==> src/rtl/stpp_pkg.sv <==
package stpp_pkg;

   // Spectrum geometry
   localparam int BINS    = 128;
   localparam int BIN_AW  = $clog2(BINS);
   localparam int CNT_W   = $clog2(BINS + 1);

   // Field widths
   localparam int MAG_W   = 16;
   localparam int IDX_W   = 10;
   localparam int BW_W    = 16;
   localparam int FREQ_W  = 26;
   localparam int QUO_W   = 14;
   localparam int RSP_W   = 104;

   localparam logic [BW_W-1:0]   BW_RESET   = 16'd3906;
   localparam logic [FREQ_W-1:0] FREQ_FLOOR = 26'd10000;
   localparam logic [FREQ_W-1:0] STEP_HZ    = 26'd5000;
   localparam logic [12:0]       HALF_STEP  = 13'd2500;

   // x / 5000 == ((x >> 3) * RECIP_625) >> RECIP_SH, exact for x < 2**26
   localparam int                PROD_W    = 47;
   localparam logic [23:0]       RECIP_625 = 24'd13743896;
   localparam int                RECIP_SH  = 33;

   typedef struct packed {
      logic load;
      logic scan;
      logic mul;
      logic order;
      logic div;
      logic qmul;
      logic fin;
   } cmd_type;

   typedef struct packed {
      logic last_acc;
      logic scan_done;
      logic out_free;
   } sts_type;

endpackage

==> src/rtl/stpp_ram.sv <==
module stpp_ram #(
   parameter int WIDTH = 16,
   parameter int DEPTH = 128
) (
   input  logic                     clock,
   input  logic                     wr_en,
   input  logic [$clog2(DEPTH)-1:0] wr_addr,
   input  logic [WIDTH-1:0]         wr_data,
   input  logic                     rd_en,
   input  logic [$clog2(DEPTH)-1:0] rd_addr,
   output logic [WIDTH-1:0]         rd_data
);

   logic [WIDTH-1:0] mem_ff [DEPTH];
   logic [WIDTH-1:0] rd_data_ff;

   always_ff @(posedge clock) begin
      if (wr_en) begin
         mem_ff[wr_addr] <= wr_data;
      end
      if (rd_en) begin
         rd_data_ff <= mem_ff[rd_addr];
      end
   end

   assign rd_data = rd_data_ff;

endmodule

==> src/rtl/stpp_ctrl.sv <==
module stpp_ctrl
   import stpp_pkg::*;
(
   input  logic    clock,
   input  logic    reset,
   input  sts_type sts,
   output cmd_type cmd
);

   typedef enum logic [6:0] {
      ST_LOAD   = 7'b0000001,
      ST_SEARCH = 7'b0000010,
      ST_MUL    = 7'b0000100,
      ST_ORDER  = 7'b0001000,
      ST_DIV    = 7'b0010000,
      ST_QMUL   = 7'b0100000,
      ST_FIN    = 7'b1000000
   } state_type;

   state_type state_ff, state_in;

   always_comb begin
      state_in = state_ff;
      cmd      = '0;
      unique case (state_ff)
         ST_LOAD: begin
            cmd.load = 1'b1;
            if (sts.last_acc) state_in = ST_SEARCH;
         end
         ST_SEARCH: begin
            cmd.scan = 1'b1;
            if (sts.scan_done) state_in = ST_MUL;
         end
         ST_MUL: begin
            cmd.mul  = 1'b1;
            state_in = ST_ORDER;
         end
         ST_ORDER: begin
            cmd.order = 1'b1;
            state_in  = ST_DIV;
         end
         ST_DIV: begin
            cmd.div  = 1'b1;
            state_in = ST_QMUL;
         end
         ST_QMUL: begin
            cmd.qmul = 1'b1;
            state_in = ST_FIN;
         end
         ST_FIN: begin
            if (sts.out_free) begin
               cmd.fin  = 1'b1;
               state_in = ST_LOAD;
            end
         end
         default: state_in = ST_LOAD;
      endcase
   end

   always_ff @(posedge clock) begin
      if (reset) begin
         state_ff <= ST_LOAD;
      end else begin
         state_ff <= state_in;
      end
   end

endmodule

==> src/rtl/stpp_dp.sv <==
module stpp_dp
   import stpp_pkg::*;
(
   input  logic             clock,
   input  logic             reset,
   input  cmd_type          cmd,
   output sts_type          sts,
   input  logic             req_tvalid,
   output logic             req_tready,
   input  logic [MAG_W-1:0] req_tdata,
   input  logic             req_tlast,
   input  logic             csr_valid,
   output logic             csr_ready,
   input  logic [BW_W-1:0]  csr_data,
   output logic             rsp_tvalid,
   input  logic             rsp_tready,
   output logic [RSP_W-1:0] rsp_tdata
);

   logic [BW_W-1:0]   bw_ff;
   logic [CNT_W-1:0]  count_ff;
   logic [MAG_W-1:0]  best_val_ff;
   logic [BIN_AW-1:0] best_idx_ff;
   logic [CNT_W-1:0]  scan_ff;
   logic              rd_vld_ff;
   logic [BIN_AW-1:0] rd_idx_ff;
   logic [MAG_W-1:0]  sc_val_ff;
   logic [BIN_AW-1:0] sc_idx_ff;
   logic [FREQ_W-1:0] fa_ff, fb_ff, hi_ff, lo_ff;
   logic [QUO_W-1:0]  qh_ff, ql_ff;
   logic [FREQ_W-1:0] mh_ff, ml_ff;
   logic              rsp_vld_ff;
   logic [RSP_W-1:0]  rsp_data_ff;

   logic              acc, store_en, issue, suppress;
   logic [MAG_W-1:0]  rd_data, cand;
   logic [PROD_W-1:0] ph, pl;
   logic [FREQ_W-1:0] rh, rl, rnd_h, rnd_l;

   assign req_tready = cmd.load;
   assign csr_ready  = 1'b1;
   assign acc        = req_tvalid && cmd.load;
   assign store_en   = acc && (count_ff < CNT_W'(BINS));
   assign issue      = cmd.scan && (scan_ff < count_ff);

   assign sts.last_acc  = acc && req_tlast;
   assign sts.scan_done = !(scan_ff < count_ff) && !rd_vld_ff;
   assign sts.out_free  = !rsp_vld_ff || rsp_tready;

   stpp_ram #(
      .WIDTH(MAG_W),
      .DEPTH(BINS)
   ) u_store (
      .clock   (clock),
      .wr_en   (store_en),
      .wr_addr (count_ff[BIN_AW-1:0]),
      .wr_data (req_tdata),
      .rd_en   (issue),
      .rd_addr (scan_ff[BIN_AW-1:0]),
      .rd_data (rd_data)
   );

   // peak bin and the bin below it read as cleared
   assign suppress = (rd_idx_ff == best_idx_ff) ||
                     ((best_idx_ff != '0) && (rd_idx_ff == best_idx_ff - BIN_AW'(1)));
   assign cand     = suppress ? '0 : rd_data;

   assign ph = (PROD_W'(hi_ff >> 3)) * PROD_W'(RECIP_625);
   assign pl = (PROD_W'(lo_ff >> 3)) * PROD_W'(RECIP_625);

   assign rh    = hi_ff - mh_ff;
   assign rl    = lo_ff - ml_ff;
   assign rnd_h = mh_ff + ((rh > FREQ_W'(HALF_STEP)) ? STEP_HZ : '0);
   assign rnd_l = ml_ff + ((rl > FREQ_W'(HALF_STEP)) ? STEP_HZ : '0);

   // control registers
   always_ff @(posedge clock) begin
      if (reset) begin
         bw_ff       <= BW_RESET;
         count_ff    <= '0;
         best_val_ff <= '0;
         best_idx_ff <= '0;
         scan_ff     <= '0;
         rd_vld_ff   <= 1'b0;
         rsp_vld_ff  <= 1'b0;
      end else begin
         if (csr_valid) bw_ff <= csr_data;
         if (store_en) begin
            count_ff <= count_ff + CNT_W'(1);
            if ((count_ff != '0) && (req_tdata > best_val_ff)) begin
               best_val_ff <= req_tdata;
               best_idx_ff <= count_ff[BIN_AW-1:0];
            end
         end
         if (sts.last_acc) begin
            scan_ff <= CNT_W'(1);
         end else if (issue) begin
            scan_ff <= scan_ff + CNT_W'(1);
         end
         rd_vld_ff <= issue;
         if (cmd.fin) begin
            count_ff    <= '0;
            best_val_ff <= '0;
            best_idx_ff <= '0;
            rsp_vld_ff  <= 1'b1;
         end else if (rsp_tready) begin
            rsp_vld_ff <= 1'b0;
         end
      end
   end

   // payload registers
   always_ff @(posedge clock) begin
      if (issue) rd_idx_ff <= scan_ff[BIN_AW-1:0];
      if (sts.last_acc) begin
         sc_val_ff <= '0;
         sc_idx_ff <= '0;
      end else if (rd_vld_ff && (cand > sc_val_ff)) begin
         sc_val_ff <= cand;
         sc_idx_ff <= rd_idx_ff;
      end
      if (cmd.mul) begin
         fa_ff <= FREQ_W'(bw_ff) * FREQ_W'(best_idx_ff);
         fb_ff <= FREQ_W'(bw_ff) * FREQ_W'(sc_idx_ff);
      end
      if (cmd.order) begin
         hi_ff <= (fa_ff < fb_ff) ? fb_ff : fa_ff;
         if (((fa_ff < fb_ff) ? fa_ff : fb_ff) < FREQ_FLOOR) begin
            lo_ff <= (fa_ff < fb_ff) ? fb_ff : fa_ff;
         end else begin
            lo_ff <= (fa_ff < fb_ff) ? fa_ff : fb_ff;
         end
      end
      if (cmd.div) begin
         qh_ff <= QUO_W'(ph >> RECIP_SH);
         ql_ff <= QUO_W'(pl >> RECIP_SH);
      end
      if (cmd.qmul) begin
         mh_ff <= FREQ_W'(qh_ff) * STEP_HZ;
         ml_ff <= FREQ_W'(ql_ff) * STEP_HZ;
      end
      if (cmd.fin) begin
         rsp_data_ff <= {rnd_l, rnd_h, IDX_W'(sc_idx_ff), sc_val_ff,
                         IDX_W'(best_idx_ff), best_val_ff};
      end
   end

   assign rsp_tvalid = rsp_vld_ff;
   assign rsp_tdata  = rsp_data_ff;

endmodule

==> src/rtl/spectrum_top_two_peak_picker_unit.sv <==
// Throughput: one bin transaction per cycle while a frame loads; the input is
// held off from the last bin until the frame's result has been registered.
// Sequence: after the last bin the bin store is scanned for the second peak (a
// frame holds at most 128 stored bins), then MUL, ORDER, DIV and QMUL run;
// rsp_tvalid rises once FIN registers the result, and FIN waits while the previous result is held.
// Reset (synchronous, active high): empty frame, no result, bin width 3906 Hz.
module spectrum_top_two_peak_picker_unit
   import stpp_pkg::*;
(
   input  logic             clock,
   input  logic             reset,
   // bin input channel
   input  logic             req_tvalid,
   output logic             req_tready,
   input  logic [MAG_W-1:0] req_tdata,   // [15:0] magnitude
   input  logic             req_tlast,   // last_bin
   // bin width register write
   input  logic             csr_valid,
   output logic             csr_ready,
   input  logic [BW_W-1:0]  csr_data,    // [15:0] bin_width_hz
   // result channel
   output logic             rsp_tvalid,
   input  logic             rsp_tready,
   output logic [RSP_W-1:0] rsp_tdata    // [15:0] peak_value, [25:16] peak_bin,
                                         // [41:26] second_value, [51:42] second_bin,
                                         // [77:52] freq_high_hz, [103:78] freq_low_hz
);

   // The controller walks LOAD -> SEARCH -> MUL -> ORDER -> DIV -> QMUL -> FIN.
   // The first maximum is tracked as bins stream in; the second is found by a
   // scan of the bin store with the peak bin and its lower neighbor masked.
   // The result sits in an output register, so the next frame may load while
   // it waits; FIN only holds if that register is still full.
   cmd_type cmd;
   sts_type sts;

   stpp_ctrl u_ctrl (
      .clock (clock),
      .reset (reset),
      .sts   (sts),
      .cmd   (cmd)
   );

   stpp_dp u_dp (
      .clock      (clock),
      .reset      (reset),
      .cmd        (cmd),
      .sts        (sts),
      .req_tvalid (req_tvalid),
      .req_tready (req_tready),
      .req_tdata  (req_tdata),
      .req_tlast  (req_tlast),
      .csr_valid  (csr_valid),
      .csr_ready  (csr_ready),
      .csr_data   (csr_data),
      .rsp_tvalid (rsp_tvalid),
      .rsp_tready (rsp_tready),
      .rsp_tdata  (rsp_tdata)
   );

endmodule
==> config.mk <==
export PLATFORM = sky130hd
export DESIGN_NAME = spectrum_top_two_peak_picker_unit
export DESIGN_NICKNAME = d
export VERILOG_FILES = /design/src/rtl/stpp_pkg.sv /design/src/rtl/stpp_ram.sv /design/src/rtl/stpp_ctrl.sv /design/src/rtl/stpp_dp.sv /design/src/rtl/spectrum_top_two_peak_picker_unit.sv
export SDC_FILE = /design/constraint.sdc
export NUM_CORES = 2
export LEC_CHECK = 0
export ABC_AREA = 0
export BUFFER_PORTS_ARGS = -buffer_cell sky130_fd_sc_hd__buf_2
export CORE_MARGIN = 10
export CORE_UTILIZATION = 40
export CTS_CLUSTER_DIAMETER = 200
export DETAILED_ROUTE_END_ITERATION = 10
export HOLD_SLACK_MARGIN = 0.15
export PLACE_DENSITY = 0.62
export SETUP_SLACK_MARGIN = 0.5
export SYNTH_ARGS = -nofsm -noshare
export SYNTH_HDL_FRONTEND = slang
export SYNTH_HIERARCHICAL = 1
export SYNTH_SLANG_ARGS = --single-unit
==> constraint.sdc <==
create_clock -name clock -period 7.7 [get_ports clock]
set_input_delay 1.54 -clock clock [delete_from_list [all_inputs] [get_ports clock]]
set_output_delay 1.54 -clock clock [all_outputs]
set_load 0.05 [all_outputs]
Word level (Yosys, flattened, before mapping)

Memory sizes are Yosys's and may differ from the RTL's. A register that Yosys moved wholly into a read port is not among the register bits.
Cells that the tools add are included.

$mul: 6
$lt $le $gt $ge: 8
Reductions and logical operators: 21
Equal/unequal tests: 12
Multiplexer cells: 24
Add/subtract/negate cells: 7

Operators with widths:

| kind                   | number |
|---|---|
| $mul 23x21->44 const B | 2 |
| $add 26x26->26         | 2 |
| $gt 26x12->1 const B   | 2 |
| $sub 26x26->26         | 2 |
| $pmux 7 s7             | 1 |
| $mul 14x10->23 const B | 2 |
| $mul 16x7->23          | 2 |
| $mux 23                | 2 |
| $gt 16x16->1           | 2 |
| $lt 26x14->1 const B   | 1 |
| $mux 13                | 2 |
| $mux 26                | 1 |
| $lt 23x23->1           | 1 |
| $mux 7                 | 3 |
| $add 8x1->8 const B    | 2 |
| $mux 16                | 1 |
| $eq 7x7->1             | 2 |
| $mux 1                 | 14 |
| $logic_and 1x1->1      | 8 |
| $lt 8x8->1             | 1 |
| $lt 8x8->1 const B     | 1 |
| $reduce_bool 8->1      | 1 |
| $eq 7x1->1 const B     | 1 |
| $eq 7x2->1 const B     | 1 |
| other kinds (14)       | 21 |

Memories: 1
Output and inout port bits: 107
Word-level logic and storage cells: 100
Input bits: 38
Flip-flop bits (word level): 364
Memory bits (writable): 2048

Memories:

| memory              | words | bits a word | read ports | clocked after Yosys merged registers in | wr ports | line           | source |
|---|---|---|---|---|---|---|---|
| u_dp.u_store.mem_ff | 128   | 16          | 1          | 1                                       | 1        | stpp_ram.sv:14 | `logic [WIDTH-1:0] mem_ff [DEPTH];` |

Longest topological paths before layout

Word-level depth: 7
Gate-level depth with buffers: 23
Gate-level depth less buffers: 23

By module

Netlist, hierarchy kept.

By module, submodules not included:

| module    | cells each | times used | area an instance (um^2) | sequential area each (um^2) |
|---|---|---|---|---|
| stpp_ram  | 3086       | 1          | 78683.0                 | 61979.4 |
| stpp_dp   | 4106       | 1          | 41851.4                 | 9559.2 |
| stpp_ctrl | 43         | 1          | 450.4                   | 140.1 |

Least setup slack after synthesis

Ideal clock, no wire load.

Path kind: reg2reg
Start: register u_dp.hi_ff[9]
End: register u_dp.qh_ff[12], data pin
Period minus slack after synthesis: 6294 ps
Path slack: 1406 ps
Stages on the path, launching flop included: 22
Buffers on the path: 0
Required time: 7442 ps
Arrival time: 6036 ps
Setup time: 258 ps
Cells stage by stage: edfxtp_1 -> ha_1 -> inv_1 -> fa_1 -> inv_1 -> ha_1 -> fa_1 -> fa_1 -> fa_1 -> inv_1 -> fa_1 -> inv_1 -> ha_1 -> a2111oi_2 -> o21ai_1 -> a211oi_1 -> a211oi_1 -> o311a_1 -> o21a_1 -> a311o_1 -> a31oi_2 -> xnor2_1

Longest elaborated chain between the ends: 1

Ends and longest elaborated chain:

| item                   | line           | source |
|---|---|---|
| start, declared        | stpp_dp.sv:29  | `logic [FREQ_W-1:0] fa_ff, fb_ff, hi_ff, lo_ff;` |
| start signal, assigned | stpp_dp.sv:127 | `hi_ff <= (fa_ff < fb_ff) ? fb_ff : fa_ff;` |
| $mul 23x21->44         | stpp_dp.sv:68  | `assign ph = (PROD_W'(hi_ff >> 3)) * PROD_W'(RECIP_625);` |
| via u_dp.ph[45]        | stpp_dp.sv:37  | `logic [PROD_W-1:0] ph, pl;` |
| end signal, assigned   | stpp_dp.sv:135 | `qh_ff <= QUO_W'(ph >> RECIP_SH);` |
| end, declared          | stpp_dp.sv:30  | `logic [QUO_W-1:0] qh_ff, ql_ff;` |

The timed path passes the listed nets, and every way through them passes these cells.
A chain may end at the register's enable or synchronous reset.

Final worst setup path

Start: register u_dp.hi_ff[11]
End: register u_dp.qh_ff[10], data pin

The elaborated chain is that of the path after synthesis.

==> impl_metrics.yaml <==
status:
  status: "completed"
route:
  wire_per_inst_um: 25.9
  wl_um: 306000
  drt_first_pass_iters: 5
  vias_per_cell: 5.47
  drtAntennaViolNets: 0
  dr_total_vias: 64518
  drc: 0
  drtIter0Drc: 6471
clock_tree:
  clk_latency_ps: 890
  cts_tree: "built"
  cts_buffers: 263
  clk_pin_slew_worst_paths_ps: 60
  holdBufCountCts: 0
  htreeDepth: 5
  cts-root-buf: "clkbuf_16"
  clockBufferDepth: 4
  cts_sinks: 2416
placed_design:
  hpwl_um: 206000
  pre_cts_ws_ps: 559
  place_congestion: 0.878
  port_buffers: 131
setup_path:
  crit_required_ps: 8290
  crit_path_top_delay_cell: "ha_1"
  max_stage_delay_ps: 560
  path_max_fanout: 6
  crit_path_end_kind: "flop"
  cp_data_arrival_time_ps: 7470
  critPathLaunchType: "flop"
  critPathKind: "reg2reg"
  crit_chain: "ha_1 -> inv_1 -> fa_1 -> inv_1 -> ha_1 -> ha_1 -> fa_1 -> fa_1 -> inv_1 -> fa_1 -> inv_1 -> ha_1 -> a2111oi_2 -> o21ai_1 -> a211oi_2 -> a211oi_1 -> buf_4 -> o311a_4 -> o21a_2 -> a311o_1 -> a21oi_1 -> xnor2_1"
yosys:
  synthCells: 7235
  ys.flop_type: "edfxtp_1"
  synth_cell_types: 90
  async_flop_share_pct: 0
  syn_area_um2: 121000
  syn_area_per_cell_um2: 16.7
  synth_edf_count: 2329
  synth-seq-cells: 2416
  yosys_warnings: 6
  seq_area_frac_synth_pct: 59.2
timing:
  worst_clock_skew_ps: 83.9
  max_freq_mhz: 145
  setup_ws_ps: 825
  tightest_slew_ps: 1230
  fin_setup_tns_ps: 0
  fin_crit_ps: 6870
  finalHoldViolations: 0
  relSlewSlack_pct: 18.1
  rsz0062_at_grt: "false"
  slew_violations: 0
  setup_viol: 0
  post-route-period-util_pct: 89.3
floorplanning:
  start_util_pct: 40.3
  coreArea_um2: 301000
  die_x_um: 570
  die_h_um: 570
  io_pins: 145
  die-area_um2: 325000
  rows: 201
final_layout:
  post-route-util_pct: 45.3
  syn_to_final_growth_pct: 12.5
  nNetsFinal: 8892
  layout-drive-gt1-share_pct: 19.2
global_route:
  grt_pass1_vias: 66862
  antenna_found_initial: 21
  track_usage_pct: 18.6
  grt_overflow: 0
  grt_pass1_wl_um: 453000
  grt_max_degree: 135
job:
  maxCapViolCount: 0
pwr:
  power_density_nw_per_um2: 215
  peakVddDrop_v: 0.000215
  power_leakage_nw: 49.3
min_path:
  hold_path_class: "reg2reg"
[logic make-up after synthesis]
kind of cell / after synthesis / synth area share, %
buffers and inverters: 1163 / 3.73
xor gates and xnor gates: 176 / 1.27
muxes: 770 / 13.4
and+or+nand+nor: 968 / 3.80
AOI/OAI and AO/OA: 515 / 2.80
adders and majority gates: 1225 / 15.8
DFF: 2416 / 59.2
other: 2 / 0.00621
[state kept, by name (all words and copies together), names as in the netlist]
register              count
u_ctrl/state_ff           7
u_dp/best_idx_ff          7
u_dp/best_val_ff         16
u_dp/bw_ff               16
u_dp/count_ff             8
u_dp/fa_ff               23
u_dp/fb_ff               23
u_dp/hi_ff               23
u_dp/lo_ff               23
u_dp/mh_ff               23
u_dp/ml_ff               23
u_dp/qh_ff               14
u_dp/ql_ff               14
u_dp/rd_idx_ff            7
u_dp/rd_vld_ff            1
u_dp/rsp_tdata           92
u_dp/rsp_tvalid           1
u_dp/sc_idx_ff            7
u_dp/sc_val_ff           16
u_dp/scan_ff              8
u_dp/u_store/mem_ff    2048
u_dp/u_store/rd_data     16
[placed cells by master (no fill, tap or decap), types with 18 or more instances in the layout]
cell type / n
a21o_1: 59
a21oi_1: 145
and2_1: 81
and3_1: 24
buf_2: 115
buf_4: 243
bufinv_16: 20
clkbuf_1: 58
clkbuf_16: 265
clkinv_1: 43
clkinv_2: 37
dfxtp_1: 81
edfxtp_1: 2329
fa_1: 504
ha_1: 719
inv_1: 913
mux2_2: 32
mux2i_1: 66
mux4_2: 672
nand2_1: 289
nand2b_1: 19
nand3_1: 58
nand4_1: 39
nor2_1: 282
nor2b_1: 35
nor3_1: 50
nor4_1: 18
o21a_1: 28
o21ai_0: 105
o21bai_1: 23
xnor2_1: 123
xor2_1: 52
[final timing paths]
| path | from | end | slack, ps | cells after the start |
|---|---|---|---|---|
| hold reg to reg | u_dp/sc_val_ff[5]$_SDFFE_PP0P_ | u_dp/rsp_tdata[31]$_DFFE_PP_ | 470 | 0 |
| setup reg to reg | u_dp/hi_ff[11]$_DFFE_PP_ | u_dp/qh_ff[10]$_DFFE_PP_ | 830 | 22 |
| hold / removal | u_dp/sc_val_ff[5]$_SDFFE_PP0P_ | u_dp/rsp_tdata[31]$_DFFE_PP_ | 470 | 0 |
| setup / recovery | u_dp/hi_ff[11]$_DFFE_PP_ | u_dp/qh_ff[10]$_DFFE_PP_ | 830 | 22 |
[power breakdown]
part / total [mW] / internal, mW / switching, mW
sequential: 14.6 / 14.5 / 0.117
combinational: 2.26 / 0.995 / 1.27
clock: 12.3 / 7.12 / 5.20
[critical path, delay by kind of cell (launching register included)]
kind	cells	cell delay (ps)
flops	1	520
fa+ha+maj	8	3560
buf+inv	5	420
xor+xnor	1	90
compound gates	8	2020
[layer usage]
layer,track usage (%),routed length [um],part of all wire (%)
met1,26.6,132000,43
met2,30.0,146000,48
met3,2.83,20900,6.8
met4,4.49,7430,2.4
met5,0,11,0.0036
[through the flow]
step / instance area [um^2] / std cells / hold slack (ps) / total power [mW]
floorplan: 121000 / 7246 / 406 / 16.3
global placement: 128000 / 11311 / 441 / 17.1
detailed placement: 128000 / 11311 / 454 / 17.2
CTS: 136000 / 11783 / 468 / 29.5
global route: 136000 / 11795 / 473 / 30.1
finish: 136000 / 11802 / 465 / 29.2
[what timing repair did]
action | 4_1_cts | 5_1_grt
setup endpoints to repair | 0 | 11
resized for setup | 0 | 7
setup buffers | 0 | 11
[cells in the mapped netlist, types with 23 or more instances]
library cell	number	area, um^2
a21o_1	59	443
clkbuf_1	142	533
ha_1	721	9020
o21ai_0	106	531
a21oi_1	145	726
fa_1	504	10100
edfxtp_1	2329	69900
o21a_1	29	218
mux2i_1	66	661
xor2_1	53	464
xnor2_1	123	1080
dfxtp_1	87	1740
nor2b_1	35	219
buf_1	34	128
buf_2	55	275
o21bai_1	23	173
nor2_1	286	1070
nand3_1	58	290
mux4_2	672	15100
inv_1	913	3430
and2_1	81	507
nand2_1	289	1080
and3_1	24	150
mux2_2	32	360
nand4_1	39	244
nor3_1	59	295
[final cells by class]
class	instances	area, um^2
Timing Repair Buffer	368	2600
Antenna cell	8	20.0
Tap cell	3958	4950
Sequential cell	2416	71700
Clock buffer	329	6930
Clock inverter	143	1450
Fill cell	25756	164000
Inverter	913	3430
Multi-Input combinational cell	3667	45000
(Power assumes the default switching activity.)
